--- src/sida_pkg.sv ---
package sida_pkg;

   localparam int VALUE_WIDTH_DEF = 64;
   localparam int CHAR_W = 8;
   localparam int DIGIT_W = 4;

   localparam logic [CHAR_W-1:0] CH_MINUS = 8'd45;
   localparam logic [CHAR_W-1:0] CH_ZERO = 8'd48;

   localparam logic [DIGIT_W-1:0] BCD_ADJ_MIN = 4'd5;
   localparam logic [DIGIT_W-1:0] BCD_ADJ_ADD = 4'd3;

   // decimal digits needed for any W-bit unsigned magnitude (1233/4096 ~ log10 2)
   function automatic int digit_count(input int w);
      return (w * 1233) / 4096 + 1;
   endfunction

   typedef enum logic [2:0] {
      ST_IDLE,
      ST_CONV,
      ST_SIGN,
      ST_DIGIT,
      ST_TERM
   } state_type;

   typedef struct packed {
      logic start;
      logic pop;
   } conv_ctl_type;

   typedef struct packed {
      logic done;
      logic [DIGIT_W-1:0] top_digit;
   } conv_stat_type;

endpackage

--- src/signed_int_to_decimal_ascii_unit.sv ---
// Sequence: the value is converted one bit per cycle through a shared shift-add-3
//   unit, then the sign (if negative), each of the ND digit slots in turn (emitted or
//   skipped) and the terminator are loaded into the output register, which can stall.
// A new value is taken only in idle, once the last one's terminator has loaded.
// Reset: synchronous, active high; clears the sequencer and output valid.
module signed_int_to_decimal_ascii_unit #(
   parameter int VALUE_WIDTH = sida_pkg::VALUE_WIDTH_DEF
) (
   input  logic                          clock,
   input  logic                          reset,
   input  logic                          req_valid,
   output logic                          req_stall,
   input  logic signed [VALUE_WIDTH-1:0] req_value,
   input  logic [7:0]                    req_terminator,
   output logic                          rsp_valid,
   input  logic                          rsp_stall,
   output logic [7:0]                    rsp_char_out,
   output logic                          rsp_last
);
   import sida_pkg::*;

   localparam int ND = digit_count(VALUE_WIDTH);
   localparam int IDX_W = $clog2(ND);
   localparam logic [IDX_W-1:0] IDX_LAST = IDX_W'(ND - 1);

   state_type state_ff, state_in;

   logic               neg_ff, neg_in;
   logic [CHAR_W-1:0]  term_ff, term_in;
   logic [IDX_W-1:0]   idx_ff, idx_in;
   logic               started_ff, started_in;

   logic               rsp_valid_ff, rsp_valid_in;
   logic [CHAR_W-1:0]  rsp_char_ff, rsp_char_in;
   logic               rsp_last_ff, rsp_last_in;

   logic               req_take;
   logic               out_free;
   logic               digit_last;
   logic               digit_emit;
   logic [VALUE_WIDTH-1:0] mag;

   conv_ctl_type  conv_ctl;
   conv_stat_type conv_stat;

   // Magnitude in VALUE_WIDTH unsigned bits; the most negative value negates
   // to 2^(VALUE_WIDTH-1), which still fits, so it prints its true magnitude.
   assign mag = req_value[VALUE_WIDTH-1] ? (~req_value + 1'b1) : req_value;

   assign req_stall = (state_ff != ST_IDLE);
   assign req_take  = req_valid & ~req_stall;

   // Output register frees when empty or when its transfer completes now.
   assign out_free = ~rsp_valid_ff | ~rsp_stall;

   // Leading zeros are skipped; the lowest digit always prints (zero -> "0").
   assign digit_last = (idx_ff == IDX_LAST);
   assign digit_emit = started_ff | (conv_stat.top_digit != '0) | digit_last;

   sida_conv #(
      .VALUE_WIDTH(VALUE_WIDTH)
   ) u_conv (
      .clock(clock),
      .reset(reset),
      .ctl  (conv_ctl),
      .mag  (mag),
      .stat (conv_stat)
   );

   // next state
   always_comb begin
      state_in = state_ff;
      unique case (state_ff)
         ST_IDLE: begin
            if (req_take) begin
               state_in = ST_CONV;
            end
         end
         ST_CONV: begin
            if (conv_stat.done) begin
               state_in = neg_ff ? ST_SIGN : ST_DIGIT;
            end
         end
         ST_SIGN: begin
            if (out_free) begin
               state_in = ST_DIGIT;
            end
         end
         ST_DIGIT: begin
            if (digit_emit && out_free && digit_last) begin
               state_in = ST_TERM;
            end
         end
         ST_TERM: begin
            if (out_free) begin
               state_in = ST_IDLE;
            end
         end
         default: state_in = ST_IDLE;
      endcase
   end

   // datapath and output register control
   always_comb begin
      neg_in        = neg_ff;
      term_in       = term_ff;
      idx_in        = idx_ff;
      started_in    = started_ff;
      conv_ctl      = '0;
      rsp_valid_in  = rsp_valid_ff & rsp_stall;
      rsp_char_in   = rsp_char_ff;
      rsp_last_in   = rsp_last_ff;
      unique case (state_ff)
         ST_IDLE: begin
            if (req_take) begin
               neg_in         = req_value[VALUE_WIDTH-1];
               term_in        = req_terminator;
               conv_ctl.start = 1'b1;
            end
         end
         ST_CONV: begin
            idx_in     = '0;
            started_in = 1'b0;
         end
         ST_SIGN: begin
            if (out_free) begin
               rsp_valid_in = 1'b1;
               rsp_char_in  = CH_MINUS;
               rsp_last_in  = 1'b0;
            end
         end
         ST_DIGIT: begin
            if (!digit_emit) begin
               conv_ctl.pop = 1'b1;
               idx_in       = idx_ff + 1'b1;
            end else if (out_free) begin
               conv_ctl.pop = 1'b1;
               idx_in       = digit_last ? idx_ff : idx_ff + 1'b1;
               started_in   = 1'b1;
               rsp_valid_in = 1'b1;
               rsp_char_in  = CH_ZERO + {{(CHAR_W-DIGIT_W){1'b0}}, conv_stat.top_digit};
               rsp_last_in  = 1'b0;
            end
         end
         ST_TERM: begin
            if (out_free) begin
               rsp_valid_in = 1'b1;
               rsp_char_in  = term_ff;
               rsp_last_in  = 1'b1;
            end
         end
         default: begin
            rsp_valid_in = 1'b0;
         end
      endcase
   end

   always_ff @(posedge clock) begin
      if (reset) begin
         state_ff     <= ST_IDLE;
         rsp_valid_ff <= 1'b0;
         idx_ff       <= '0;
         started_ff   <= 1'b0;
      end else begin
         state_ff     <= state_in;
         rsp_valid_ff <= rsp_valid_in;
         idx_ff       <= idx_in;
         started_ff   <= started_in;
      end
      neg_ff      <= neg_in;
      term_ff     <= term_in;
      rsp_char_ff <= rsp_char_in;
      rsp_last_ff <= rsp_last_in;
   end

   assign rsp_valid    = rsp_valid_ff;
   assign rsp_char_out = rsp_char_ff;
   assign rsp_last     = rsp_last_ff;

   // converter runs only while the sequencer waits on it
   a_conv_only_in_conv: assert property (@(posedge clock) disable iff (reset)
      (state_ff != ST_CONV) |-> conv_stat.done)
      else $error("converter busy outside conversion");

   // an accepted value always starts a conversion
   a_take_starts_conv: assert property (@(posedge clock) disable iff (reset)
      req_take |=> (state_ff == ST_CONV) && !conv_stat.done)
      else $error("accepted value did not start conversion");

   // digit index stays within the BCD register
   a_idx_range: assert property (@(posedge clock) disable iff (reset)
      idx_ff <= IDX_LAST)
      else $error("digit index out of range");

   // a non-final character from the digit phase is a decimal digit
   a_digit_char: assert property (@(posedge clock) disable iff (reset)
      ($past(state_ff) == ST_DIGIT) && rsp_valid_ff && !rsp_last_ff
         && ($past(rsp_valid_in) && !($past(rsp_valid_ff) && $past(rsp_stall)))
      |-> (rsp_char_ff >= CH_ZERO) && (rsp_char_ff <= CH_ZERO + 8'd9))
      else $error("bad digit character");

endmodule

--- src/sida_conv.sv ---
module sida_conv #(
   parameter int VALUE_WIDTH = sida_pkg::VALUE_WIDTH_DEF
) (
   input  logic                      clock,
   input  logic                      reset,
   input  sida_pkg::conv_ctl_type    ctl,
   input  logic [VALUE_WIDTH-1:0]    mag,
   output sida_pkg::conv_stat_type   stat
);
   import sida_pkg::*;

   localparam int ND = digit_count(VALUE_WIDTH);
   localparam int BCD_W = ND * DIGIT_W;
   localparam int CNT_W = $clog2(VALUE_WIDTH);
   localparam logic [CNT_W-1:0] CNT_LAST = CNT_W'(VALUE_WIDTH - 1);

   logic [VALUE_WIDTH-1:0] bin_ff, bin_in;
   logic [BCD_W-1:0]       bcd_ff, bcd_in;
   logic [BCD_W-1:0]       bcd_adj;
   logic [CNT_W-1:0]       cnt_ff, cnt_in;
   logic                   busy_ff, busy_in;

   // shift-add-3 unit: correct every digit, then shift one binary bit in
   always_comb begin
      for (int i = 0; i < ND; i++) begin
         if (bcd_ff[i*DIGIT_W +: DIGIT_W] >= BCD_ADJ_MIN) begin
            bcd_adj[i*DIGIT_W +: DIGIT_W] = bcd_ff[i*DIGIT_W +: DIGIT_W] + BCD_ADJ_ADD;
         end else begin
            bcd_adj[i*DIGIT_W +: DIGIT_W] = bcd_ff[i*DIGIT_W +: DIGIT_W];
         end
      end
   end

   always_comb begin
      bin_in  = bin_ff;
      bcd_in  = bcd_ff;
      cnt_in  = cnt_ff;
      busy_in = busy_ff;
      if (ctl.start) begin
         bin_in  = mag;
         bcd_in  = '0;
         cnt_in  = '0;
         busy_in = 1'b1;
      end else if (busy_ff) begin
         bin_in = {bin_ff[VALUE_WIDTH-2:0], 1'b0};
         bcd_in = {bcd_adj[BCD_W-2:0], bin_ff[VALUE_WIDTH-1]};
         cnt_in = cnt_ff + 1'b1;
         if (cnt_ff == CNT_LAST) begin
            busy_in = 1'b0;
         end
      end else if (ctl.pop) begin
         // readout: next digit moves to the top
         bcd_in = {bcd_ff[BCD_W-DIGIT_W-1:0], {DIGIT_W{1'b0}}};
      end
   end

   always_ff @(posedge clock) begin
      if (reset) begin
         busy_ff <= 1'b0;
         cnt_ff  <= '0;
      end else begin
         busy_ff <= busy_in;
         cnt_ff  <= cnt_in;
      end
      bin_ff <= bin_in;
      bcd_ff <= bcd_in;
   end

   assign stat.done      = ~busy_ff;
   assign stat.top_digit = bcd_ff[BCD_W-1 -: DIGIT_W];

endmodule

--- config.mk ---
export PLATFORM = sky130hd
export DESIGN_NAME = signed_int_to_decimal_ascii_unit
export DESIGN_NICKNAME = d
export VERILOG_FILES = /design/src/sida_pkg.sv /design/src/signed_int_to_decimal_ascii_unit.sv /design/src/sida_conv.sv
export SDC_FILE = /design/constraint.sdc
export NUM_CORES = 1
export LEC_CHECK = 0
export BUFFER_PORTS_ARGS = -buffer_cell sky130_fd_sc_hd__buf_2
export CAP_MARGIN = 40
export CORE_ASPECT_RATIO = 0.75
export CORE_MARGIN = 2
export CORE_UTILIZATION = 50
export DETAILED_ROUTE_END_ITERATION = 7
export PLACE_DENSITY = 0.8
export SLEW_MARGIN = 30
export SYNTH_ARGS = -nofsm -noshare
export SYNTH_HDL_FRONTEND = slang
export SYNTH_SLANG_ARGS = --single-unit
export TNS_END_PERCENT = 5
--- constraint.sdc ---
create_clock -name clock -period 6.91 [get_ports clock]
set_clock_uncertainty 0.15 [all_clocks]
set_input_delay 1.382 -clock clock [delete_from_list [all_inputs] [get_ports clock]]
set_output_delay 1.382 -clock clock [all_outputs]
set_load 0.01 [all_outputs]
* Yosys cells after proc, flatten, opt, wreduce, memory -nomap -nowiden
Cells that the tools add are included.
Storage, ports and cells: input port bits 76, memory bits (read-only) 0, RAM bits 0, latch bits 0, memories 0, register bits after elaboration 179
Cells by class: multiply operators 0, $lt $le $gt $ge 20, muxes and demuxes 58, bitwise logic cells 9, equal/unequal tests 15, reductions and logical operators 18, div/mod/pow operators 0, shift-type cells 0, add/subtract/negate cells 24
Operators with widths (count):
- $mux 64 | 3
- $mux 80 | 2
- $ge 4x3->1 const B | 20
- $add 4x2->4 const B | 19
- $mux 4 | 19
- $add 64x1->64 const B | 1
- $not 64->64 | 1
- $mux 8 | 4
- $pmux 8 s3 | 1
- $mux 3 | 6
- $mux 1 | 15
- $mux 5 | 3
- $pmux 3 s5 | 1
- $ne 2x2->1 const B | 7
- $pmux 5 s2 | 1
- $reduce_and 5->1 | 2
- $reduce_and 3->1 | 3
- $add 6x4->7 const A | 1
- $add 6x1->6 const B | 1
- $eq 3x2->1 const B | 2
- $eq 6x6->1 const B | 1
- $ne 3x3->1 const B | 2
- $pmux 1 s3 | 2
- $reduce_bool 2->1 | 3
- other kinds (15) | 24

* Longest topological paths before layout
Gate-level depths: netlist (run 1).
depth after elaboration 7, depth in mapped cells 11, mapped depth without buffers 8

* Modules after synthesis
Synthesis (run 1) repeated with hierarchy kept, for this count alone.
Unflattened totals: cell total of the unflattened synthesis 1164, area total of the unflattened synthesis 11603.6 um^2
Modules (own cells, without submodules):
- sida_conv | area an instance 8836.0 um^2, instances 1, seq. area each 3663.5 um^2, cells an instance 851
- signed_int_to_decimal_ascii_unit | area an instance 2767.7 um^2, instances 1, seq. area each 740.7 um^2, cells an instance 313

* Least setup slack after synthesis (run 1)
Ideal clock, no wire load.
path type input to register, start input req_valid, end register u_conv.bin_ff[0] (enable), cell stages on the path 4, required time 6337 ps, slack 3203 ps, setup time 423 ps, data arrival time 3134 ps, cells stage by stage nand2_1 clkbuf_8 buf_6 nand2_1
On the way: word-level cells in the longest chain between the ends 4
Ends and longest elaborated chain:
- start, declared | line signed_int_to_decimal_ascii_unit.sv:11 | input logic req_valid,
- $and 1x1->1 | line signed_int_to_decimal_ascii_unit.sv:51 | assign req_take = req_valid & ~req_stall;
- $mux 1 | line signed_int_to_decimal_ascii_unit.sv:115 | if (req_take) begin
- $mux 1 | line signed_int_to_decimal_ascii_unit.sv:113 | unique case (state_ff)
- $reduce_bool 2->1 (no source line)
- end signal, assigned | line sida_conv.sv:65 | bin_ff <= bin_in;
- end, declared | line sida_conv.sv:17 | logic [VALUE_WIDTH-1:0] bin_ff, bin_in;
No other way between the ends. A chain may end at the register's enable or synchronous reset.

* Worst setup path in the final report (run 1)
start input req_value[6], end register u_conv.bin_ff[47] (data pin)
On the way: word-level cells in the longest chain between the ends 4
Ends and longest elaborated chain:
- start, declared | line signed_int_to_decimal_ascii_unit.sv:13 | input logic signed [VALUE_WIDTH-1:0] req_value,
- $not 64->64 | line signed_int_to_decimal_ascii_unit.sv:48 | assign mag = req_value[VALUE_WIDTH-1] ? (~req_value + 1'b1) : req_value;
- $add 64x1->64 | line signed_int_to_decimal_ascii_unit.sv:48
- $mux 64 | line signed_int_to_decimal_ascii_unit.sv:48
- $mux 64 | line sida_conv.sv:39 | if (ctl.start) begin
- net u_conv.bin_in[47] | line sida_conv.sv:17
The timed path passes the listed nets, and every way through them passes these cells.

==> flow_summary.yaml, run 1 <==
sta:
  finalHoldViolCount: 0
  finalCriticalPeriod_ns: 3.669
  maxSlewHeadroom_pct: 52.56
  setup_tns_ns: 0
  slew_violations: 0
  tightest_slew_ns: 0.7117
  setup_violations: 0
  rsz0062_at_grt: "no"
  finalCritPeriodShare_pct: 53.10
  fmaxAchievable_ghz: 0.2725
worst_setup_path:
  crit_fanout: 7
  required_ns: 6.92
  crit_start: "req_value[6]"
  timing.rr.start: "u_conv.bcd_ff[76]$_SDFFE_PP0P_"
  crit_path_end_kind: "flop"
  cp_data_arrival_time_ns: 3.68
  critPathLaunchType: "input pin"
  path_class: "input pin to flop"
floorplan:
  start_util_pct: 50.44
  die_y_um: 132.7
  rows: 47
  dieWidth_um: 175.5
  ios: 87
  dieArea_um2: 23280
  core_um2: 21880
grt:
  grt_pass1_wl_mm: 41.38
  antenna_found_initial: 0
  grtUsageTotal_pct: 21.32
  grt_start_max_net_pins: 78
  overflow: 0
  grt_pass1_vias: 8487
clock_tree:
  cts_root_buf: "clkbuf_16"
  cts_max_level: 4
  cts_made_buffers: 17
  cts_tree: "built"
  cts_resized: 0
  insertion_delay_ns: 0.44
  clk_pin_slew_ns: 0.07
  clock_path_buffers: 2
  cts_hold_buf: 0
  clkSinkCount: 179
  postCtsSetupBuffers: 0
yosys:
  syn_area_um2: 11030
  yosysTopAreaCellShare_pct: 22.32
  syn_nets: 1365
  yosys_warnings: 0
  synthArstFlopShare_pct: 0
  synth-edff-count: 82
  synthTopCellsByArea: "edfxtp_1 (22%), dfxtp_1 (18%), a211oi_1 (7.1%)"
  yosysTopAreaCell: "edfxtp_1"
  ys.flop_type: "dfxtp_1"
  postSynthAreaPerCell_um2: 8.863
  syn_inst: 1245
  ys_ff_latch: 179
  synthDistinctLibCells: 65
  yosysSeqAreaShare_pct: 39.91
worst_hold_path:
  min_path_type: "flop to flop"
  hold_path_startpoint: "started_ff$_SDFFE_PP0P_"
routing:
  drt-total-wl_mm: 25.03
  routed-via-count: 9389
  drtIter0Drc: 974
  vias_per_cell: 5.901
  drtPass1Iterations: 7
  drcViolationCount: 0
  ant_nets: 0
  wire_per_inst_um: 15.73
placement:
  io_buffers: 86
  dp_hpwl_mm: 16.52
  place_area_um2: 11580
  gp_congestion: 0.9060
pwr:
  switching_share_pct: 36.21
  p_leak_nw: 4.431
  p_switching_mw: 1.405
  seq_power_share_pct: 42.5
  internal_power_mw: 2.475
  vdd_drop_max_mv: 0.2061
  pwr-share-comb_pct: 32.2
  clkPwrFrac_pct: 25.3
  power_density_nw_per_um2: 317.7
run_status:
  outcome: "completed"
job:
  cap_viol_max_count: 0
finish:
  final_cell_area_um2: 12210
  drive_gt1_share_pct: 11.64
  syn_to_final_growth_pct: 10.67
  diodes: 0
  final_nets: 1404
  nFillCells: 1931
  fin_util_pct: 55.82
## through the flow
stage          hold slack [ns]  std cells  total power [mW]  worst slack, ns
2_1_floorplan           0.2828       1245             2.572            3.203
3_3_place_gp            0.3247       1556             2.814            2.941
3_5_place_dp            0.3338       1557             2.881            2.847
4_1_cts                 0.3663       1589             3.868            3.304
5_1_grt                 0.3877       1591             4.133            3.143
6_report                0.3666       1591             3.880            3.241
## critical path, stage by stage
cell     delay, ns
buf_2         0.12
or4_1         0.72
nor3_1        0.56
nand4_1       0.35
o21ai_0       0.29
xor2_1        0.17
o21ai_0       0.09
## flip-flops by register name, indices dropped and copies added (netlist names)
name and flops:
idx_ff 5, neg_ff 1, rsp_char_out 8, rsp_last 1, rsp_valid 1, started_ff 1
state_ff 3, term_ff 8, u_conv.bcd_ff 80, u_conv.bin_ff 64, u_conv.busy_ff 1, u_conv.cnt_ff 6
## cell usage in the layout, fill, tap and decap left out, types with 18 or more instances in the layout
cell      count
o21ai_0     153
nand2_1     118
a211oi_1    105
dfxtp_1      96
buf_2        85
edfxtp_1     82
nor2_1       69
xor2_1       62
a21oi_1      59
inv_1        50
ha_1         44
nand2b_1     41
nor3_1       37
mux2i_1      35
xnor2_1      24
o31ai_1      19
nor3b_1      18
## final timing paths
kind                                    end  slack [ns]  cells past startpoint
max reg2reg  u_conv.bcd_ff[29]$_SDFFE_PP0P_        3.48                      9
min                 started_ff$_SDFFE_PP0P_        0.37                      2
min reg2reg         started_ff$_SDFFE_PP0P_        0.37                      2
max             u_conv.bin_ff[47]$_DFFE_PP_        3.24                      7
## cells in the mapped netlist, types with 15 or more instances
cell type	n
a21oi_1	59
nand3_1	17
ha_1	44
dfxtp_1	97
or3_1	15
mux2i_1	35
nor3_1	37
o31ai_1	19
inv_1	52
xnor2_1	24
nor3b_1	18
edfxtp_1	82
nor2_1	70
nand2b_1	41
xor2_1	62
a211oi_1	105
clkbuf_1	57
o21ai_0	153
a2bb2oi_1	17
nand2_1	120
## cells by family (layout without fill, tap and decap cells)
family	after synthesis	count (layout)	synth area share, %
and+or+nand+nor	381	381	17.73
buffers and inverters	128	180	5.023
DFF	179	179	39.91
adders and majority gates	44	44	4.989
muxes	36	36	3.277
xor gates and xnor gates	86	86	6.826
AOI/OAI and AO/OA	391	391	22.24
## layer usage
| metal | routed length [µm] | GRT usage (%) | vias up |
|---|---|---|---|
| li1 | - | - | 4645 |
| met2 | 11140 | 32.81 | 335 |
| met4 | 231 | 4.821 | 0 |
| met5 | 0 | 0 | - |
| met1 | 11800 | 30.94 | 4387 |
| met3 | 1858 | 4.339 | 22 |
## power groups by stage
stage	Combinational [mW]	Sequential [mW]	Clock, mW
2_1_floorplan	0.984	1.59	0
3_3_place_gp	1.16	1.65	0
3_5_place_dp	1.22	1.66	0
4_1_cts	1.23	1.64	0.992
5_1_grt	1.41	1.69	1.03
6_report	1.25	1.65	0.981
## layout make-up
cell class | count | area, µm² | area share (%)
Timing Repair Buffer | 96 | 560.5 | 4.590
Tap cell | 294 | 367.9 | 3.012
Multi-Input combinational cell | 938 | 6101 | 49.96
Clock inverter | 12 | 145.1 | 1.189
Sequential cell | 179 | 4405 | 36.08
Inverter | 52 | 195.2 | 1.598
Clock buffer | 20 | 436.7 | 3.576
(Power assumes the default switching activity.)
==> run 2, diff against run 1 <==
--- a/config.mk
+++ b/config.mk
@@ -11,7 +11,7 @@
 export CORE_MARGIN = 2
 export CORE_UTILIZATION = 50
 export DETAILED_ROUTE_END_ITERATION = 7
-export PLACE_DENSITY = 0.8
+export PLACE_DENSITY = 0.83
 export SLEW_MARGIN = 30
 export SYNTH_ARGS = -nofsm -noshare
 export SYNTH_HDL_FRONTEND = slang
==> constraint.sdc (replaced) <==
create_clock -name clock -period 3.1 [get_ports clock]
set_clock_uncertainty 0.15 [all_clocks]
set_input_delay 0.62 -clock clock [delete_from_list [all_inputs] [get_ports clock]]
set_output_delay 0.62 -clock clock [all_outputs]
set_load 0.01 [all_outputs]
==> run 2 against run 1 <==
Sequential share of layout area decreased by 0.84 points. Count of clock-buffer cells in the layout shrank 2. Critical path depth rose by 1. Cell count up 2.3%. Global-route usage rose by 1.4 points. Highest routed layer unchanged. Cell area is 2.4% higher. Worst setup slack worse by 3.0 ns.
==> flow_summary.yaml, run 2 (synthesized netlist as in run 1, its figures left out) <==
run_status:
  outcome: "completed"
floorplan:
  ios: 87
  rows: 47
  dieWidth_um: 175.5
  start_util_pct: 50.44
  dieArea_um2: 23280
  core_um2: 21880
  die_y_um: 132.7
job:
  cap_viol_max_count: 0
grt:
  antenna_found_initial: 1
  overflow: 0
  grt_pass1_wl_mm: 43.80
  grtUsageTotal_pct: 22.67
  grt_start_max_net_pins: 80
  grt_pass1_vias: 8946
finish:
  drive_gt1_share_pct: 14.18
  syn_to_final_growth_pct: 13.31
  final_cell_mix: "o21ai_0 (153), nand2_1 (118), a211oi_1 (105), dfxtp_1 (96), buf_2 (86)"
  final_common_cell: "o21ai_0"
  largest_reg_flops: 80
  top_register: "u_conv.bcd_ff"
  final_nets: 1440
  fin_util_pct: 57.16
  top_regs: "u_conv.bcd_ff (80), u_conv.bin_ff (64)"
  finalNonFillerCells: 1628
sta:
  setup_violations: 0
  hold_slack_ns: 0.2041
  rsz0062_at_grt: "no"
  slew_violations: 0
  finalCriticalPeriod_ns: 2.900
  tightest_slew_ns: 0.8407
  maxSlewHeadroom_pct: 43.95
  setup_tns_ns: 0
  finalCritPeriodShare_pct: 93.54
  finalHoldViolCount: 0
  fmaxAchievable_ghz: 0.3448
worst_setup_path:
  cp_data_arrival_time_ns: 3.07
  crit_path_end_kind: "flop"
  crit_start: "u_conv.bcd_ff[76]$_SDFFE_PP0P_"
  timing.rr.start: "u_conv.bcd_ff[76]$_SDFFE_PP0P_"
  crit_chain: "inv_1 > ha_1 > or4b_2 > nor2_1 > o21a_4 > buf_12 > mux2i_1 > a211oi_1"
  crit_fanout: 31
  slowest_delay_ns: 0.62
  critPathSlowestCell: "or4b_2"
  critPathLaunchType: "flop"
  required_ns: 3.27
  path_class: "flop to flop"
clock_tree:
  clk_pin_slew_ns: 0.08
  cts_tree: "built"
  cts_made_buffers: 17
  cts_max_level: 4
  cts_resized: 0
  insertion_delay_ns: 0.44
  clock_path_buffers: 2
  postCtsSetupBuffers: 0
  cts_root_buf: "clkbuf_16"
  cts_hold_buf: 0
  clkSinkCount: 179
pwr:
  seq_power_share_pct: 42.3
  internal_power_mw: 5.471
  pwr-share-comb_pct: 32.8
  clkPwrFrac_pct: 24.9
  total_power_mw: 8.692
  p_switching_mw: 3.220
  power_density_nw_per_um2: 695.1
  p_leak_nw: 4.600
  switching_share_pct: 37.05
  vdd_drop_max_mv: 0.4386
placement:
  place_inst: 1595
  gp_congestion: 0.9623
  dp_hpwl_mm: 17.74
  io_buffers: 86
routing:
  drt-total-wl_mm: 26.38
  drtPass1Iterations: 6
  drtIter0Drc: 1004
  drcViolationCount: 0
  routed-via-count: 9684
  ant_nets: 0
  wire_per_inst_um: 16.20
  vias_per_cell: 5.948
worst_hold_path:
  min_path_type: "input pin to flop"
  hold_path_startpoint: "req_terminator[3]"
run 2: power groups by stage:
stage / combinational [mW] / clock [mW] / sequential [mW]
floorplan: 2.19 / 0 / 3.54
global placement: 2.66 / 0 / 3.67
detailed placement: 2.79 / 0 / 3.69
CTS: 2.84 / 2.19 / 3.66
global route: 3.22 / 2.29 / 3.75
finish: 2.85 / 2.17 / 3.68
run 2: through the flow:
stage                     instance area [µm²]  setup WS, ns
after detailed placement                11900      -0.06751
after global placement                  11900      -0.02191
after floorplan                         11040        0.2551
final                                   12500        0.2002
after CTS                               12500        0.2277
after global routing                    12500       0.08474
run 2: path summary, 6_finish.rpt:
kind,slack [ns],depth (start not counted),end
worst max register to register,0.20,8,u_conv.bcd_ff[35]$_SDFFE_PP0P_
worst max-delay path,0.20,8,u_conv.bcd_ff[35]$_SDFFE_PP0P_
worst min register to register,0.33,2,started_ff$_SDFFE_PP0P_
worst min-delay path,0.20,1,term_ff[3]$_DFFE_PP_
run 2: area by class of cell:
cell class,count,area [µm²]
inverters,52,195.2
multi-input cells,938,6096
fillers,1896,9373
repair buffers,132,838.3
flip-flops and latches,179,4405
diodes,1,2.502
clock inverters,14,168.9
clock buffers,18,429.2
well taps,294,367.9
run 2: metal layers:
layer | track usage, % | vias up | wire length (µm)
li1 | - | 4719 | -
met1 | 32.34 | 4597 | 12520
met2 | 35.52 | 333 | 11950
met3 | 4.253 | 35 | 1569
met4 | 5.739 | 0 | 327
met5 | 0 | - | 0
run 2: worst max-delay path, delay by kind of cell (launching register included):
kind,cells,cell delay (ns)
buffers and inverters,2,0.38
adders and majority gates,1,0.15
DFF,1,0.34
and+or+nand+nor,2,0.91
AOI/OAI and AO/OA,2,0.69
muxes,1,0.12
==> run 3, diff against run 2 <==
--- a/config.mk
+++ b/config.mk
@@ -5,7 +5,7 @@
 export SDC_FILE = /design/constraint.sdc
 export NUM_CORES = 1
 export LEC_CHECK = 0
-export BUFFER_PORTS_ARGS = -buffer_cell sky130_fd_sc_hd__buf_2
+export BUFFER_PORTS_ARGS = -buffer_cell sky130_fd_sc_hd__buf_4
 export CAP_MARGIN = 40
 export CORE_ASPECT_RATIO = 0.75
 export CORE_MARGIN = 2
@@ -15,5 +15,6 @@
 export SLEW_MARGIN = 30
 export SYNTH_ARGS = -nofsm -noshare
 export SYNTH_HDL_FRONTEND = slang
+export SYNTH_HIERARCHICAL = 1
 export SYNTH_SLANG_ARGS = --single-unit
 export TNS_END_PERCENT = 5
==> run 3 against run 2 <==
Cell area increased by 4.1%. Critical path depth decreased by 1. Critical path type unchanged. Core utilization decreased by 0.27 points. Cell count decreased by 6.7%. Register-to-register slack improved by 0.10 ns.
==> flow_summary.yaml, run 3 <==
routing:
  routed-via-count: 9329
  drt-total-wl_mm: 26.07
  wire_per_inst_um: 17.16
  ant_nets: 0
  drcViolationCount: 0
  drtPass1Iterations: 5
  vias_per_cell: 6.142
  drtIter0Drc: 861
sta:
  slew_violations: 0
  finalCritPeriodShare_pct: 90.33
  maxSlewHeadroom_pct: 51.61
  setup_tns_ns: 0
  rsz0062_at_grt: "no"
  finalCriticalPeriod_ns: 2.800
  setup_violations: 0
  tightest_slew_ns: 0.7259
  finalHoldViolCount: 0
  fmaxAchievable_ghz: 0.3571
grt:
  grt_pass1_vias: 8832
  antenna_found_initial: 0
  grt_start_max_net_pins: 74
  overflow: 0
  grt_pass1_wl_mm: 44.13
  grtUsageTotal_pct: 21.60
finish:
  largest_reg_flops: 80
  final_cell_mix: "buf_4 (107), dfxtp_1 (96), nand2_1 (86), edfxtp_1 (82), mux2_2 (82)"
  syn_to_final_growth_pct: 12.17
  final_cell_area_um2: 13020
  final_nets: 1325
  diodes: 0
  nFillCells: 1897
  top_regs: "u_conv/bcd_ff (80), u_conv/bin_ff (64)"
  top_register: "u_conv/bcd_ff"
  fin_util_pct: 56.88
  drive_gt1_share_pct: 22.97
  finalNonFillerCells: 1519
  final_common_cell: "buf_4"
worst_setup_path:
  slowest_delay_ns: 0.58
  crit_path_end_kind: "flop"
  crit_fanout: 53
  critPathSlowestCell: "or4_1"
  crit_family: "simple AND/OR/NAND/NOR gates"
  path_class: "flop to flop"
  worstSetupEndpoint: "u_conv/bcd_ff[60]$_SDFFE_PP0P_"
  cp_num_buf_inv: 1
  crit_start: "u_conv/bcd_ff[77]$_SDFFE_PP0P_"
  cp.depth: 7
  rr_endpoint: "u_conv/bcd_ff[60]$_SDFFE_PP0P_"
  critPathLaunchType: "flop"
  cp_data_arrival_time_ns: 2.94
  crit_chain: "or4_1 > or3_1 > a21oi_4 > buf_12 > mux2_2 > o21ai_0 > a31oi_1"
  r2r_setup_slack_ns: 0.30
  timing.rr.start: "u_conv/bcd_ff[77]$_SDFFE_PP0P_"
  ff2ff_path_depth: 7
  required_ns: 3.24
yosys:
  yosysTopAreaCell: "edfxtp_1"
  ys_ff_latch: 179
  ys.flop_type: "dfxtp_1"
  syn_nets: 1283
  synth.most_common_cell: "dfxtp_1"
  yosysTopAreaCellShare_pct: 21.22
  syn_area_um2: 11600
  synth_common_cells: "dfxtp_1 (97), nand2_1 (86), edfxtp_1 (82), mux2_2 (82), o21ai_0 (69)"
  postSynthAreaPerCell_um2: 9.969
  synthArstFlopShare_pct: 0
  syn_inst: 1164
  yosysSeqAreaShare_pct: 37.96
  synthTopCellsByArea: "edfxtp_1 (21%), dfxtp_1 (17%), mux2_2 (8.0%)"
  yosys_warnings: 6
  synth-edff-count: 82
  synthDistinctLibCells: 64
floorplan:
  ios: 87
  dieWidth_um: 179.9
  rows: 48
  start_util_pct: 50.71
  core_um2: 22880
  dieArea_um2: 24450
  die_y_um: 135.9
placement:
  gp_congestion: 0.8616
  io_buffers: 86
  dp_hpwl_mm: 17.19
  place_area_um2: 12390
  place_inst: 1486
clock_tree:
  postCtsSetupBuffers: 0
  clkSinkCount: 179
  cts_tree: "built"
  cts_root_buf: "clkbuf_16"
  insertion_delay_ns: 0.44
  cts_resized: 0
  cts_made_buffers: 17
  clk_pin_slew_ns: 0.07
  cts_max_level: 4
  clock_path_buffers: 2
  cts_hold_buf: 0
pwr:
  p_leak_nw: 4.295
  total_power_mw: 8.557
  power_density_nw_per_um2: 657.4
  vdd_drop_max_mv: 0.5131
run_status:
  outcome: "completed"
job:
  cap_viol_max_count: 0
worst_hold_path:
  min_path_type: "input pin to flop"
[run 3: cell count changes after synthesis, sizes merged, moves of 20 or more]
cell / delta
o21ai: -83
mux2: +81
a211oi: -77
xor2: -57
nor2: -47
a2111o: +40
o221ai: +38
xnor2: +38
nand2: -34
nor3: -31
buf: +22
a31oi: +20
[run 3: metal layers]
metal | wire length, µm | vias up | global-route usage [%]
met5 | 0 | - | 0
met4 | 366 | 0 | 6.459
met3 | 1645 | 36 | 4.233
met2 | 11900 | 322 | 34.04
met1 | 12150 | 4492 | 30.16
li1 | - | 4479 | -
[run 3: power by group]
| group | total [mW] | switching (mW) | internal [mW] |
|---|---|---|---|
| clock network | 2.17 | 0.957 | 1.22 |
| logic | 2.64 | 1.39 | 1.25 |
| registers | 3.74 | 0.650 | 3.09 |
| total | 8.56 | 3.00 | 5.56 |
[run 3: cells by family (layout without fill, tap and decap cells)]
kind of cell | after synthesis | count (layout) | share of synthesized area (%)
compound gates | 301 | 301 | 18.96
xor+xnor | 67 | 67 | 5.057
fa+ha+maj | 43 | 43 | 4.637
buf+inv | 137 | 192 | 5.639
flops | 179 | 179 | 37.96
mux | 122 | 122 | 11.41
simple gates | 315 | 315 | 16.35
[run 3: worst reg2reg max path, delay by kind of cell, from the launching register on]
family | cells | cell delay (ns)
buffers and inverters | 1 | 0.31
AND/OR/NAND/NOR | 2 | 0.98
AO/OA/AOI/OAI | 3 | 0.47
flip-flops | 1 | 0.36
multiplexers | 1 | 0.39
[run 3: final cells by class]
cell class | count | area (µm²) | area share, %
clock buffers | 23 | 531.8 | 4.085
clock inverters | 9 | 63.81 | 0.4902
inverters | 49 | 185.2 | 1.423
multi-input cells | 848 | 6561 | 50.41
flip-flops and latches | 179 | 4408 | 33.87
well taps | 300 | 375.4 | 2.884
repair buffers | 111 | 890.9 | 6.844
[run 3: worst min path at each step]
stage,start,endpoint,cells past startpoint
floorplan,u_conv/bin_ff[63]$_DFFE_PP_,u_conv/bcd_ff[0]$_SDFFE_PP0P_,2
global placement,u_conv/bin_ff[63]$_DFFE_PP_,u_conv/bcd_ff[0]$_SDFFE_PP0P_,2
detailed placement,u_conv/bin_ff[63]$_DFFE_PP_,u_conv/bcd_ff[0]$_SDFFE_PP0P_,2
CTS,req_terminator[4],term_ff[4]$_DFFE_PP_,1
global route,req_terminator[3],term_ff[3]$_DFFE_PP_,1
finish,req_terminator[4],term_ff[4]$_DFFE_PP_,1
[run 3: per-stage QoR]
stage / setup slack (ns) / hold slack, ns
3_5_place_dp: -0.03707 / 0.3349
4_1_cts: 0.2993 / 0.1858
3_3_place_gp: 0.02789 / 0.3144
6_report: 0.2997 / 0.2030
2_1_floorplan: 0.2112 / 0.3037
5_1_grt: 0.1149 / 0.1842
